### src/sv/mcr_pkg.sv
// ----------------------------------------------------------------------------
// mcr_pkg
// Shared types and constants for the midpoint circle rasteriser: command
// kinds, the command record passed from front to back and queue sizing.
// ----------------------------------------------------------------------------
package mcr_pkg;

  // default radius width
  localparam int unsigned RadiusBitsDefault = 14;

  // command queue depth between front and back
  localparam int unsigned QueueDepth = 2;

  // output coordinate width
  localparam int unsigned CoordW = 16;

  // input field widths
  localparam int unsigned CenterW = 15;
  localparam int unsigned RadiusInW = 14;

  // input function codes
  typedef enum logic {
    FUNC_START = 1'b0,
    FUNC_STEP  = 1'b1
  } func_e;

  // what the back end has to emit for one command
  typedef enum logic [1:0] {
    CMD_START = 2'd0,
    CMD_STEP  = 2'd1,
    CMD_DONE  = 2'd2
  } cmd_kind_e;

  // one queued command: centre and the two offsets, already wrapped to 16 bits
  typedef struct packed {
    cmd_kind_e                  kind;
    logic signed [CenterW-1:0]  cx;
    logic signed [CenterW-1:0]  cy;
    logic        [CoordW-1:0]   u;
    logic        [CoordW-1:0]   v;
  } cmd_t;

  // queue status seen by front and back
  typedef struct packed {
    logic full;
    logic empty;
  } queue_status_t;

endpackage

### src/sv/mcr_front.sv
// ----------------------------------------------------------------------------
// mcr_front
// Accepts input items, keeps the circle state (centre, x, y, decision error)
// and turns each item into one command for the pixel back end.
// ----------------------------------------------------------------------------
module mcr_front
  import mcr_pkg::*;
#(
  parameter int unsigned RADIUS_BITS = RadiusBitsDefault
) (
  input  logic                        clk_i,
  input  logic                        rst_ni,
  input  logic                        in_valid_i,
  output logic                        in_stall_o,
  input  logic                        func_i,
  input  logic signed [CenterW-1:0]   center_x_i,
  input  logic signed [CenterW-1:0]   center_y_i,
  input  logic        [RadiusInW-1:0] radius_i,
  input  queue_status_t               q_status_i,
  output logic                        push_o,
  output cmd_t                        push_cmd_o
);

  localparam int unsigned RB = RADIUS_BITS;
  localparam int unsigned EW = RADIUS_BITS + 3;
  localparam logic signed [EW-1:0] ErrOne   = EW'(1);
  localparam logic signed [EW-1:0] ErrThree = EW'(3);
  localparam logic signed [EW-1:0] ErrFive  = EW'(5);

  logic signed [CenterW-1:0] cx_q, cx_d;
  logic signed [CenterW-1:0] cy_q, cy_d;
  logic        [RB-1:0]      x_q, x_d;
  logic        [RB-1:0]      y_q, y_d;
  logic signed [EW-1:0]      err_q, err_d;
  logic                      active_q, active_d;

  logic                      accept;
  logic [RB+RadiusInW-1:0]   r_ext;
  logic [RB-1:0]             r;
  logic [RB-1:0]             x_inc;
  logic [RB-1:0]             y_dec;
  logic signed [EW-1:0]      diff_s;
  logic                      err_nonneg;
  logic [RB+CoordW-1:0]      u_ext;
  logic [RB+CoordW-1:0]      v_ext;

  assign accept     = in_valid_i && !q_status_i.full;
  assign in_stall_o = q_status_i.full;

  // radius trimmed or widened to the internal width
  assign r_ext = {{RB{1'b0}}, radius_i};
  assign r     = r_ext[RB-1:0];

  // loop arithmetic
  assign x_inc      = x_q + RB'(1);
  assign y_dec      = y_q - RB'(1);
  assign diff_s     = signed'({3'b000, x_q}) - signed'({3'b000, y_q});
  assign err_nonneg = !err_q[EW-1];

  // state update and command build
  always_comb begin
    cx_d       = cx_q;
    cy_d       = cy_q;
    x_d        = x_q;
    y_d        = y_q;
    err_d      = err_q;
    active_d   = active_q;
    push_o     = 1'b0;
    u_ext      = '0;
    v_ext      = '0;
    push_cmd_o.kind = CMD_DONE;
    push_cmd_o.cx   = cx_q;
    push_cmd_o.cy   = cy_q;
    if (accept) begin
      push_o = 1'b1;
      if (func_i == FUNC_START) begin
        cx_d     = center_x_i;
        cy_d     = center_y_i;
        x_d      = '0;
        y_d      = r;
        err_d    = ErrOne - signed'({3'b000, r});
        active_d = 1'b1;
        push_cmd_o.kind = CMD_START;
        push_cmd_o.cx   = center_x_i;
        push_cmd_o.cy   = center_y_i;
        v_ext    = {{CoordW{1'b0}}, r};
      end else if (!active_q || (x_q >= y_q)) begin
        active_d = 1'b0;
        push_cmd_o.kind = CMD_DONE;
      end else begin
        x_d = x_inc;
        push_cmd_o.kind = CMD_STEP;
        u_ext = {{CoordW{1'b0}}, x_inc};
        if (err_nonneg) begin
          // y steps inwards: err + 2(x - y) + 5
          y_d   = y_dec;
          err_d = err_q + (diff_s <<< 1) + ErrFive;
          v_ext = {{CoordW{1'b0}}, y_dec};
        end else begin
          // y holds: err + 2x + 3
          err_d = err_q + signed'({2'b00, x_q, 1'b0}) + ErrThree;
          v_ext = {{CoordW{1'b0}}, y_q};
        end
      end
    end
    push_cmd_o.u = u_ext[CoordW-1:0];
    push_cmd_o.v = v_ext[CoordW-1:0];
  end

  // circle state registers
  always_ff @(posedge clk_i or negedge rst_ni) begin
    if (!rst_ni) begin
      cx_q     <= '0;
      cy_q     <= '0;
      x_q      <= '0;
      y_q      <= '0;
      err_q    <= '0;
      active_q <= 1'b0;
    end else begin
      cx_q     <= cx_d;
      cy_q     <= cy_d;
      x_q      <= x_d;
      y_q      <= y_d;
      err_q    <= err_d;
      active_q <= active_d;
    end
  end

endmodule

### src/sv/mcr_queue.sv
// ----------------------------------------------------------------------------
// mcr_queue
// Short first-in first-out command queue between the front and the back end.
// ----------------------------------------------------------------------------
module mcr_queue
  import mcr_pkg::*;
(
  input  logic          clk_i,
  input  logic          rst_ni,
  input  logic          push_i,
  input  cmd_t          push_cmd_i,
  input  logic          pop_i,
  output cmd_t          head_o,
  output queue_status_t status_o
);

  localparam int unsigned PtrW = (QueueDepth > 1) ? $clog2(QueueDepth) : 1;
  localparam int unsigned CntW = $clog2(QueueDepth + 1);
  localparam logic [PtrW-1:0] LastPtr = PtrW'(QueueDepth - 1);

  cmd_t            entry_q [QueueDepth];
  logic [PtrW-1:0] wr_ptr_q, wr_ptr_d;
  logic [PtrW-1:0] rd_ptr_q, rd_ptr_d;
  logic [CntW-1:0] count_q, count_d;
  logic            do_push;
  logic            do_pop;

  assign status_o.full  = (count_q == CntW'(QueueDepth));
  assign status_o.empty = (count_q == '0);
  assign do_push = push_i && !status_o.full;
  assign do_pop  = pop_i && !status_o.empty;
  assign head_o  = entry_q[rd_ptr_q];

  // pointer and fill level
  always_comb begin
    wr_ptr_d = wr_ptr_q;
    rd_ptr_d = rd_ptr_q;
    count_d  = count_q;
    if (do_push) begin
      wr_ptr_d = (wr_ptr_q == LastPtr) ? '0 : wr_ptr_q + PtrW'(1);
    end
    if (do_pop) begin
      rd_ptr_d = (rd_ptr_q == LastPtr) ? '0 : rd_ptr_q + PtrW'(1);
    end
    case ({do_push, do_pop})
      2'b10:   count_d = count_q + CntW'(1);
      2'b01:   count_d = count_q - CntW'(1);
      default: count_d = count_q;
    endcase
  end

  always_ff @(posedge clk_i or negedge rst_ni) begin
    if (!rst_ni) begin
      wr_ptr_q <= '0;
      rd_ptr_q <= '0;
      count_q  <= '0;
    end else begin
      wr_ptr_q <= wr_ptr_d;
      rd_ptr_q <= rd_ptr_d;
      count_q  <= count_d;
    end
  end

  // entry storage
  always_ff @(posedge clk_i) begin
    if (do_push) begin
      entry_q[wr_ptr_q] <= push_cmd_i;
    end
  end

endmodule

### src/sv/mcr_back.sv
// ----------------------------------------------------------------------------
// mcr_back
// Pixel back end: walks each queued command and emits its mirrored pixels,
// one per cycle unless the output stalls, through a registered output stage.
// ----------------------------------------------------------------------------
module mcr_back
  import mcr_pkg::*;
(
  input  logic                      clk_i,
  input  logic                      rst_ni,
  input  cmd_t                      head_i,
  input  queue_status_t             q_status_i,
  output logic                      pop_o,
  output logic                      out_valid_o,
  input  logic                      out_stall_i,
  output logic signed [CoordW-1:0]  pixel_x_o,
  output logic signed [CoordW-1:0]  pixel_y_o,
  output logic                      last_o,
  output logic                      done_res_o
);

  logic [2:0]               cnt_q, cnt_d;
  logic                     valid_q, valid_d;
  logic signed [CoordW-1:0] px_q, px_d;
  logic signed [CoordW-1:0] py_q, py_d;
  logic                     last_q, last_d;
  logic                     done_q, done_d;

  logic                     load;
  logic [2:0]               oct;
  logic                     is_last;
  logic [CoordW-1:0]        a;
  logic [CoordW-1:0]        b;
  logic signed [CoordW-1:0] cx16;
  logic signed [CoordW-1:0] cy16;

  assign load = !q_status_i.empty && (!valid_q || !out_stall_i);
  assign cx16 = {head_i.cx[CenterW-1], head_i.cx};
  assign cy16 = {head_i.cy[CenterW-1], head_i.cy};

  // octant selection: bit 2 swaps x and y, bit 1 negates y, bit 0 negates x
  always_comb begin
    oct     = cnt_q;
    is_last = 1'b0;
    case (head_i.kind)
      CMD_START: begin
        oct     = {cnt_q[1], cnt_q[0] & ~cnt_q[1], cnt_q[0] & cnt_q[1]};
        is_last = (cnt_q[1:0] == 2'b11);
      end
      CMD_STEP: begin
        oct     = cnt_q;
        is_last = (cnt_q == 3'b111);
      end
      CMD_DONE: begin
        is_last = 1'b1;
      end
      default: begin
        is_last = 1'b1;
      end
    endcase
    a = oct[2] ? head_i.v : head_i.u;
    b = oct[2] ? head_i.u : head_i.v;
  end

  // next output and sequence counter
  always_comb begin
    cnt_d   = cnt_q;
    px_d    = px_q;
    py_d    = py_q;
    last_d  = last_q;
    done_d  = done_q;
    valid_d = valid_q && out_stall_i;
    pop_o   = 1'b0;
    if (load) begin
      valid_d = 1'b1;
      last_d  = is_last;
      pop_o   = is_last;
      cnt_d   = is_last ? 3'd0 : cnt_q + 3'd1;
      if (head_i.kind == CMD_DONE) begin
        px_d   = '0;
        py_d   = '0;
        done_d = 1'b1;
      end else begin
        px_d   = oct[0] ? cx16 - signed'(a) : cx16 + signed'(a);
        py_d   = oct[1] ? cy16 - signed'(b) : cy16 + signed'(b);
        done_d = 1'b0;
      end
    end
  end

  always_ff @(posedge clk_i or negedge rst_ni) begin
    if (!rst_ni) begin
      cnt_q   <= '0;
      valid_q <= 1'b0;
    end else begin
      cnt_q   <= cnt_d;
      valid_q <= valid_d;
    end
  end

  // output payload
  always_ff @(posedge clk_i) begin
    px_q   <= px_d;
    py_q   <= py_d;
    last_q <= last_d;
    done_q <= done_d;
  end

  assign out_valid_o = valid_q;
  assign pixel_x_o   = px_q;
  assign pixel_y_o   = py_q;
  assign last_o      = last_q;
  assign done_res_o  = done_q;

endmodule

### src/sv/midpoint_circle_rasterizer_top.sv
// Path: an item is queued as a command, then its results pass the registered output
//   stage; the first waits while earlier commands are still being emitted.
// Throughput: a pixel per cycle unless stalled; a step emits 8, a start 4, a done 1;
//   the front takes an item each cycle while the two-entry command queue has room.
// Reset: asynchronous, active low; clears the circle state to idle, empties the
//   queue and drops any pending output.
// ----------------------------------------------------------------------------
// midpoint_circle_rasterizer_top
// Incremental midpoint circle generator: front keeps the loop state, back
// emits the octant-mirrored pixels.
// ----------------------------------------------------------------------------
module midpoint_circle_rasterizer_top
  import mcr_pkg::*;
#(
  parameter int unsigned RADIUS_BITS = RadiusBitsDefault
) (
  input  logic                        clk_i,
  input  logic                        rst_ni,
  input  logic                        in_valid_i,
  output logic                        in_stall_o,
  input  logic                        func_i,
  input  logic signed [CenterW-1:0]   center_x_i,
  input  logic signed [CenterW-1:0]   center_y_i,
  input  logic        [RadiusInW-1:0] radius_i,
  output logic                        out_valid_o,
  input  logic                        out_stall_i,
  output logic signed [CoordW-1:0]    pixel_x_o,
  output logic signed [CoordW-1:0]    pixel_y_o,
  output logic                        last_o,
  output logic                        done_res_o
);

  queue_status_t q_status;
  logic          push;
  cmd_t          push_cmd;
  logic          pop;
  cmd_t          head;

  // classification and loop state
  mcr_front #(
    .RADIUS_BITS (RADIUS_BITS)
  ) u_front (
    .clk_i      (clk_i),
    .rst_ni     (rst_ni),
    .in_valid_i (in_valid_i),
    .in_stall_o (in_stall_o),
    .func_i     (func_i),
    .center_x_i (center_x_i),
    .center_y_i (center_y_i),
    .radius_i   (radius_i),
    .q_status_i (q_status),
    .push_o     (push),
    .push_cmd_o (push_cmd)
  );

  // command queue
  mcr_queue u_queue (
    .clk_i      (clk_i),
    .rst_ni     (rst_ni),
    .push_i     (push),
    .push_cmd_i (push_cmd),
    .pop_i      (pop),
    .head_o     (head),
    .status_o   (q_status)
  );

  // pixel emission
  mcr_back u_back (
    .clk_i       (clk_i),
    .rst_ni      (rst_ni),
    .head_i      (head),
    .q_status_i  (q_status),
    .pop_o       (pop),
    .out_valid_o (out_valid_o),
    .out_stall_i (out_stall_i),
    .pixel_x_o   (pixel_x_o),
    .pixel_y_o   (pixel_y_o),
    .last_o      (last_o),
    .done_res_o  (done_res_o)
  );

endmodule

### config.mk
export PLATFORM = sky130hd
export DESIGN_NAME = midpoint_circle_rasterizer_top
export DESIGN_NICKNAME = d
export VERILOG_FILES = /design/src/sv/mcr_pkg.sv /design/src/sv/mcr_front.sv /design/src/sv/mcr_queue.sv /design/src/sv/mcr_back.sv /design/src/sv/midpoint_circle_rasterizer_top.sv
export SDC_FILE = /design/constraint.sdc
export NUM_CORES = 1
export LEC_CHECK = 0
export ABC_AREA = 1
export BUFFER_PORTS_ARGS = -buffer_cell sky130_fd_sc_hd__buf_2
export CAP_MARGIN = 20
export CORE_MARGIN = 3
export CORE_UTILIZATION = 37
export CTS_CLUSTER_DIAMETER = 200
export DETAILED_ROUTE_END_ITERATION = 6
export HOLD_SLACK_MARGIN = 0.05
export PLACE_DENSITY = 0.52
export SKIP_LAST_GASP = 1
export SYNTH_ARGS = -nofsm -noshare
export SYNTH_HDL_FRONTEND = slang
export SYNTH_SLANG_ARGS = --single-unit
### constraint.sdc
create_clock -name clk_i -period 5.5 [get_ports clk_i]
set_input_delay 0.55 -clock clk_i [delete_from_list [all_inputs] [get_ports clk_i]]
set_output_delay 0.55 -clock clk_i [all_outputs]
set_load 0.01 [all_outputs]
# Word level (Yosys, flattened, before mapping)
# Memories as Yosys holds them, arrays and structs flattened.
# Cells that the tools add are included.
[word_totals] mem_bits_rw=128 input_bits=49 n_memories=1 regBits=118
[mem_list] name="u_queue.entry_q" words=2 width=64 rd=1 rd_clocked_by_memory_dff=0 wr=1 line="mcr_queue.sv:21" rtl="cmd_t entry_q [QueueDepth];"
[op_classes] n_bitwise=4 n_mux=37 reduce_logical=19 eq_ne=10 add_sub_neg=17 n_lt_le_gt_ge=1
[ops] op="$mux 16" count=9
[ops] op="$mux 14" count=7
[ops] op="$mux 17" count=3
[ops] op="$add 15x16->16" count=2
[ops] op="$mux 32" count=1
[ops] op="$sub 15x16->16" count=2
[ops] op="$mux 30" count=1
[ops] op="$add 17x16->17" count=1
[ops] op="$add 17x17->17" count=1
[ops] op="$add 17x3->17 const B" count=1
[ops] op="$add 17x4->17 const B" count=1
[ops] op="$sub 1x14->15 const A" count=1
[ops] op="$sub 14x14->15" count=1
[ops] op="$add 14x1->14 const B" count=1
[ops] op="$ge 14x14->1" count=1
[ops] op="$sub 14x1->14 const B" count=1
[ops] op="$mux 1" count=10
[ops] op="$eq 2x2->1 const B" count=4
[ops] op="$mux 3" count=2
[ops] op="$reduce_and 2->1" count=3
[ops] op="$logic_and 1x1->1" count=5
[ops] op="$logic_not 1->1" count=5
[ops] op="$eq 2x1->1 const B" count=2
[ops] op="$logic_not 2->1" count=2
[ops] op="15 further kinds" count=21

# Depth between registers and ports, before layout
# Gate-level depths: netlist (run 1).
[depth] word_depth=7 mapped_depth=31

# Cells and area by module
# Synthesis (run 1) repeated with hierarchy kept, for this count alone.
[unflattened] hier_cells=2005 hier_area_um2=16085.4
[by_module_without_submodules] module="mcr_front" seq_area_each_um2=1901.8 n_inst=1 area_each_um2=7040.5 cells_each=1037
[by_module_without_submodules] module="mcr_queue" seq_area_each_um2=3943.8 n_inst=1 area_each_um2=4884.7 cells_each=367
[by_module_without_submodules] module="mcr_back" seq_area_each_um2=1121.1 n_inst=1 area_each_um2=4160.2 cells_each=601

# Worst setup path before layout (run 1)
# OpenSTA, ideal clock, no wires.
[synth_timing] kind="input to register" start="input port in_valid_i" end="memory u_queue.entry_q[0][0] (netlist name), enable pin" setup_time_ns=0.478 path_buffers=2 arrival_time_ns=3.579 t_required_ns=5.022 cell_stages=4 path_slack_ns=1.442 path_cell_list="o21ai_0 clkbuf_1 clkbuf_1 nor2_1"
[synth_between] elab_chain_cells=5
[synth_lines] item="from (decl)" line="midpoint_circle_rasterizer_top.sv:19" rtl="input logic in_valid_i,"
[synth_lines] item="$logic_and 1x1->1" line="mcr_front.sv:47" rtl="assign accept = in_valid_i && !q_status_i.full;"
[synth_lines] item="$mux 1" line="mcr_front.sv:74" rtl="if (accept) begin"
[synth_lines] item="$logic_and 1x1->1" line="mcr_queue.sv:30" rtl="assign do_push = push_i && !status_o.full;"
[synth_lines] item="$mux 1" line="mcr_queue.sv:66" rtl="if (do_push) begin"
[synth_lines] item="$mux 1 (not written as such)" line="mcr_queue.sv:67" rtl="entry_q[wr_ptr_q] <= push_cmd_i;"
[synth_lines] item="to (decl)" line="mcr_queue.sv:21"
# Every way passes these cells.

# Final worst setup path (run 1)
[layout_timing] start="register u_queue.rd_ptr_q" end="register u_back.px_q[11] (netlist: u_back.pixel_x_o[11]), data pin"
[layout_between] elab_chain_cells=6 elab_cells_between_ends=8
[layout_lines] item="from (decl)" line="mcr_queue.sv:23" rtl="logic [PtrW-1:0] rd_ptr_q, rd_ptr_d;"
[layout_lines] item="from (signal assigned)" line="mcr_queue.sv:59" rtl="rd_ptr_q <= rd_ptr_d;"
[layout_lines] item="$mem_v2 2x64 (*)"
[layout_lines] item="$logic_not 2->1" line="mcr_back.sv:45" rtl="case (head_i.kind)"
[layout_lines] item="$mux 3" line="mcr_back.sv:45"
[layout_lines] item="$mux 16" line="mcr_back.sv:61" rtl="a = oct[2] ? head_i.v : head_i.u;"
[layout_lines] item="$add 15x16->16 or $sub 15x16->16 (tied branches)" line="mcr_back.sv:84" rtl="px_d = oct[0] ? cx16 - signed'(a) : cx16 + signed'(a);"
[layout_lines] item="$mux 16" line="mcr_back.sv:84"
[layout_lines] item="to (signal assigned)" line="mcr_back.sv:103" rtl="px_q <= px_d;"
[layout_lines] item="to (decl)" line="mcr_back.sv:24" rtl="logic signed [CoordW-1:0] px_q, px_d;"
# Mark *: on every way between the ends. The rest lies on a longest branch, timed or not.
# A chain may end at the register's enable or synchronous reset.

==> results of run 1 <==
## metrics by stage
stage	worst slack, ns	hold slack [ns]	std cells	area [sq um]
after global placement	1.235	0.4669	2348	16420
after CTS	1.068	0.1851	2401	17390
after global routing	0.5808	0.2224	2401	17390
final	1.067	0.2113	2401	17390
after floorplan	1.442	0.2544	1769	15460
after detailed placement	1.072	0.4735	2348	16420
## worst max path at each step
stage / end
final: u_back.pixel_x_o[11]
after global routing: u_back.pixel_x_o[11]
after global placement: u_back.pixel_x_o[11]
after floorplan: u_queue.entry_q[0][0]
after detailed placement: u_back.pixel_x_o[11]
after CTS: u_back.pixel_x_o[11]
## critical path: stages, from the launching register on
cell      delay [ns]
dfrtp_2         0.52
inv_4           0.28
nand2_1         0.11
nand2_2         0.19
nand3_2         0.28
nand2_4         0.31
nand2_1         0.11
nand2_2         0.10
ha_1            0.17
a21boi_1        0.24
a31oi_1         0.13
xnor2_1         0.16
ha_1            0.35
nand2_1         0.06
a21oi_1         0.11
nor2_1          0.08
o21ai_0         0.35
a21oi_1         0.16
o21ai_0         0.24
a21oi_1         0.10
o21a_1          0.13
## state kept, by name, indices dropped and copies added, names as in the netlist, 3 cells and up
name and flops:
u_back.pixel_y_o 16, u_front.x_q 14, u_front.cy_q 15, u_back.pixel_x_o 16, u_back.cnt_q 3, u_queue.entry_q 120
u_front.err_q 17, u_front.y_q 14, u_front.cx_q 15
## placed cells by master, fill, tap and decap left out, types with 4 or more instances in the layout
| master | n |
|---|---|
| nor2_4 | 5 |
| nand3_1 | 91 |
| nor3_1 | 16 |
| clkbuf_1 | 5 |
| o21a_1 | 10 |
| o211ai_1 | 7 |
| o21bai_1 | 5 |
| mux2_2 | 60 |
| fa_1 | 5 |
| o22ai_1 | 24 |
| clkbuf_16 | 29 |
| inv_1 | 148 |
| edfxtp_1 | 154 |
| a31oi_1 | 14 |
| clkinv_2 | 5 |
| o21ai_0 | 139 |
| ha_1 | 112 |
| a21oi_1 | 113 |
| nand3_2 | 4 |
| nand2_2 | 20 |
| or2_2 | 5 |
| nand2_1 | 433 |
| nor2_2 | 5 |
| mux2i_1 | 13 |
| nand2_8 | 4 |
| a21o_1 | 11 |
| buf_4 | 15 |
| xnor2_1 | 17 |
| buf_2 | 83 |
| nand4_1 | 11 |
| nor2_1 | 130 |
| a21boi_0 | 4 |
| dfrtp_1 | 83 |
| xor2_1 | 49 |
## cell families after synthesis
family | count (synthesis) | synth area share [%]
fa+ha+maj | 117 | 9.710
buf+inv | 203 | 5.356
flops | 238 | 43.50
xor+xnor | 66 | 3.738
simple gates | 734 | 20.49
compound gates | 338 | 12.00
mux | 73 | 5.211
## layout make-up
class                           instances  share of cell area [%]
Timing Repair Buffer                   99                   3.094
Clock inverter                         16                   1.065
Inverter                              152                   3.295
Clock buffer                           36                   4.439
Multi-Input combinational cell       1328                   45.60
Tap cell                              532                   3.827
Sequential cell                       238                   38.68
## per-layer routing
metal / GRT usage [%] / vias to the layer above / wire [microns]
met2: 31.36 / 242 / 19240
met3: 1.816 / 50 / 1493
li1: - / 6222 / -
met4: 5.335 / 0 / 997
met1: 23.24 / 5712 / 18230
met5: 0 / - / 0
==> out/results.txt, run 1 <==
status - complete, no violations
mean area per synthesized cell - 8.741 sq um
worst flop-to-flop path endpoint - u_back.pixel_x_o[11]
dpl hpwl - 30,050 microns
maxcap violations - 0
Crit. End Element - flop
post-synth net total - 1,935
cells taking the most area after synthesis - edfxtp_1, dfrtp_1, nand2_1
CTS tree - done
R2R setup slack - 1.07 ns
DR iter-0 viols - 748
R2R cell count - 20
CTS Hold Buffers Added - 1
Critical Path RT - 5.80 ns
cell taking the most area after synthesis - edfxtp_1
Ant. Diodes - 0
total I/O pin count - 85
FILL cells - 4,101
Final Max Slew Viols - 0
CP startpoint kind - flop
Clock Sinks - 238
Detailed Route WL - 39,960 microns
vias per cell - 5.092
post-layout min period - 4.433 ns
Port-buffer cells - 84
hold depth - 3
worst min path class - in -> reg
commonest register cell after synthesis - edfxtp_1
per-cell routed wire length - 16.64 microns
Initial Util - 37.70%
vias in the first global route - 12,030
hold path startpoint - out_stall_i
Hold Path End - u_back.out_valid_o
largest net degree at the start of global routing - 66
final core occ - 42.40%
Ys Warns - 0
Seq/Total Area, Yosys - 43.50%
share of layout cells above drive strength 1 - 13.91%
Fin Clk Skew - 0.02253 ns
Slew headroom - 28.37%
clock buffer depth - 3
Data arrival, critical path - 4.74 ns
RSZ-0062 raised after global routing - false
GPL Wtd Cong - 0.9436
first drt pass iteration count - 4
CP max FO - 23
number of setup buffers added after CTS - 0
synth cell count leaders - nand2_1, edfxtp_1, inv_1, o21ai_0, nor2_1
asr flop ratio synth - 35.29%
crit share post-route - 80.59%
global-route wire length before repair - 63,540 microns
Die X - 210.4 microns
Gate Count Post-Synth - 1,769
DRC Markers - 0
root buffer cell - clkbuf_16
post-synth top area share - 29.91%
Worst-path clk slew - 0.06 ns
Post-Syn Area - 15,460 sq um
die area - 44,280 sq um
measured slew at the worst slew-check pin - 1.074 ns
initial antenna violation count - 0
post-CTS resize count - 0
clk_lat worst skew - 0.56 ns
FF+latch area - 6728 sq um
most numerous cell in the Yosys netlist - nand2_1
synthesized flop and latch total - 238
area delta synth->final - 12.47%
origin of the worst setup path - u_queue.rd_ptr_q
Antenna Nets Post-Route - 0
Final Hold Viols - 0
Final #Nets - 2,013
Max Freq - 225.6 MHz
H-tree Lvls - 1
number of buffers created by CTS - 28
crit path kind - reg -> reg
Die H - 210.4 microns
row count - 74
core area - 41,020 sq um
reg2reg start - u_queue.rd_ptr_q
Post-synth EDFFs - 154
gr usage total - 17.79%
total global routing overflow - 0
Unique masters post-synth - 48
final setup fails - 0
multi-input gate area in the final layout - 7930 sq um
detailed-route via count - 12,230
setup_tns - 0 ns
Power of run 1 is not shown: default switching activity piles up to over one toggle a cycle in this logic, so the estimate is an artifact.
==> inputs of run 2 (changes only) <==
Clock period 5.5 ns to 4.6 ns, I/O delays scaled along.
==> run 2 against run 1 <==
Design area rose by 0.23%. Wire length rose by 0.76%. Fmax rose by 5.3%. Sequential share of layout area fell by 0.089 points. Cell count rose by 0.21%. First-iteration DRC count fell by 4.4%. Global-route usage rose by 0.38 points. Clock-buffer cell count rose by 2. Utilization rose by 0.098 points. Worst setup slack got worse by 0.68 ns. Non-clock buffer count rose by 5.
==> out/results.txt, run 2 (synthesized netlist as in run 1, its figures left out) <==
Slowest cell on crit path - dfrtp_1 (was dfrtp_2)
share of layout cells above drive strength 1 - 14.09% (was 13.91%)
Die X - 210.4 microns (unchanged)
Detailed Route WL - 40,270 microns (was 39,960 microns)
total I/O pin count - 85 (unchanged)
RSZ-0062 raised after global routing - false (unchanged)
Port-buffer cells - 84 (unchanged)
CP startpoint kind - flop (unchanged)
crit path kind - reg -> reg (unchanged)
Clock Sinks - 238 (unchanged)
crit share post-route - 91.53% (was 80.59%)
Max stage delay on crit path - 0.48 ns (was 0.52 ns)
Data arrival, critical path - 4.68 ns (was 4.74 ns)
Antenna Nets Post-Route - 0 (unchanged)
maxcap violations - 0 (unchanged)
vias per cell - 5.108 (was 5.092)
H-tree Lvls - 1 (unchanged)
commonest non-fill, non-tap cells in the layout - nand2_1, edfxtp_1, inv_1, o21ai_0, nor2_1 (unchanged)
max FFs per register - 120 (unchanged)
die area - 44,280 sq um (unchanged)
CP delay by family, top - compound AO/OA/AOI/OAI gates (unchanged)
CTS Hold Buffers Added - 0 (was 1)
global-route wire length before repair - 64,420 microns (was 63,540 microns)
Crit. End Element - flop (unchanged)
core area - 41,020 sq um (unchanged)
gr usage total - 18.17% (was 17.79%)
met1 Resource Use GR - 24.14% (was 23.24%)
CP max FO - 7 (was 23)
DR iter-0 viols - 715 (was 748)
final setup fails - 0 (unchanged)
Final Non-Filler Cells - 2,406 (was 2,401)
row count - 74 (unchanged)
total global routing overflow - 0 (unchanged)
Fin Clk Skew - 0.01927 ns (was 0.02253 ns)
first drt pass iteration count - 5 (was 4)
DRC Markers - 0 (unchanged)
clk_lat worst skew - 0.56 ns (about the same)
largest reg by FF count - u_queue.entry_q (unchanged)
dpl hpwl - 30,020 microns (was 30,050 microns)
Final Max Slew Viols - 0 (unchanged)
area delta synth->final - 12.73% (was 12.47%)
root buffer cell - clkbuf_16 (unchanged)
met2 usage - 31.73% (was 31.36%)
setup_tns - 0 ns (unchanged)
per-cell routed wire length - 16.74 microns (was 16.64 microns)
most common cell after layout, fill and taps aside - nand2_1 (unchanged)
largest net degree at the start of global routing - 62 (was 66)
biggest regs - u_queue.entry_q: 120 flops, u_front.err_q: 17 flops (unchanged)
crit path buf inv count - 0 (was 1)
CTS tree - done (unchanged)
GR peak layer - met2 (unchanged)
post-layout instance area - 17,430 sq um (was 17,390 sq um)
status - complete, no violations (unchanged)
DP Area - 16,480 sq um (was 16,420 sq um)
vias in the first global route - 12,090 (was 12,030)
worst min path class - in -> async (was in -> reg)
detailed-route via count - 12,290 (was 12,230)
GRT met3 Usage - 1.712% (was 1.816%)
Die H - 210.4 microns (unchanged)
Worst-path clk slew - 0.06 ns (about the same)
number of buffers created by CTS - 28 (unchanged)
post-layout min period - 4.211 ns (was 4.433 ns)
Final #Nets - 2,018 (was 2,013)
Ant. Diodes - 0 (unchanged)
Max Freq - 237.5 MHz (was 225.6 MHz)
clock buffer depth - 3 (unchanged)
Slew headroom - 36.82% (was 28.37%)
critical path, cell by cell - ha_1 > nand3_1 > nand2_1 > a21oi_1 > o21ai_0 > xor2_1 > ha_1 > ha_1 > a21oi_1 > o21ai_0 > a21oi_1 > o21ai_0 > nand2_1 > nand2_1 > o21ai_0 > nand2_1 > a21oi_1 (was inv_4 > nand2_1 > nand2_2 > nand3_2 > nand2_4 > nand2_1 > nand2_2 > ha_1 > a21boi_1 > a31oi_1 > xnor2_1 > ha_1 > nand2_1 > a21oi_1 > nor2_1 > o21ai_0 > a21oi_1 > o21ai_0 > a21oi_1 > o21a_1)
Inst Count DP - 2,354 (was 2,348)
Critical Path RT - 5.07 ns (was 5.80 ns)
GPL Wtd Cong - 0.9112 (was 0.9436)
initial antenna violation count - 0 (unchanged)
measured slew at the worst slew-check pin - 0.9454 ns (was 1.074 ns)
Initial Util - 37.70% (unchanged)
Final Hold Viols - 0 (unchanged)
==> run 2: cell count changes in the layout (fill, tap and decap cells not counted), sizes merged <==
cell	change
clkbuf	+2
buf	+6
dlygate4sd3	-1
bufinv	-1
clkinv	+1
inv	-2
==> run 2: layout make-up <==
| cell class | count | area (sq um) |
|---|---|---|
| Fill cell | 4128 | 23590 |
| Multi-Input combinational cell | 1328 | 7939 |
| Sequential cell | 238 | 6728 |
| Clock buffer | 38 | 799.5 |
| Tap cell | 532 | 665.6 |
| Timing Repair Buffer | 104 | 585.6 |
| Inverter | 152 | 573.1 |
| Clock inverter | 14 | 141.4 |
==> run 2: what timing repair did <==
action,4_1_cts,5_1_grt
buffers inserted,0,0
gates resized for setup,0,1
setup endpoints to repair,0,2
==> run 2: worst reg2reg max path, cell delays in order, from the launching register on <==
cell and delay, ns:
dfrtp_1 0.48, ha_1 0.41, nand3_1 0.09, nand2_1 0.12, a21oi_1 0.10, o21ai_0 0.45, xor2_1 0.30, ha_1 0.29
ha_1 0.39, a21oi_1 0.27, o21ai_0 0.13, a21oi_1 0.35, o21ai_0 0.22, nand2_1 0.10, nand2_1 0.04, o21ai_0 0.15
nand2_1 0.07, a21oi_1 0.16
==> run 2: path summary, 6_finish.rpt <==
check	startpoint	endpoint	slack (ns)	cells after the start
max	u_front.x_q[2]	u_front.err_q[13]	0.39	17
min	rst_ni	u_front.cx_q[2]	0.03	1
min reg2reg	u_queue.count_q[1]	u_back.out_valid_o	0.48	2
max reg2reg	u_front.x_q[2]	u_front.err_q[13]	0.39	17
max in group asynchronous	rst_ni	u_front.y_q[11]	3.61	2
min in group clk_i	out_stall_i	u_back.out_valid_o	0.12	3
==> run 2: per-stage QoR <==
| step | utilization (%) | setup slack (ns) | hold slack [ns] |
|---|---|---|---|
| 2_1_floorplan | - | 0.6284 | 0.1644 |
| 3_3_place_gp | 40.18 | 0.4956 | 0.4660 |
| 3_5_place_dp | 40.18 | 0.3857 | 0.4734 |
| 4_1_cts | 42.48 | 0.3700 | 0.06093 |
| 5_1_grt | 42.50 | 0.02087 | 0.09276 |
| 6_report | 42.50 | 0.3894 | 0.03064 |
==> run 2: metal layers <==
layer | up-vias | part of all wire [%]
met1 | 5786 | 46
met3 | 58 | 3.3
li1 | 6235 | -
met2 | 211 | 48
met5 | - | 0
met4 | 0 | 2.7
Power of run 2 is left out for the same reason.
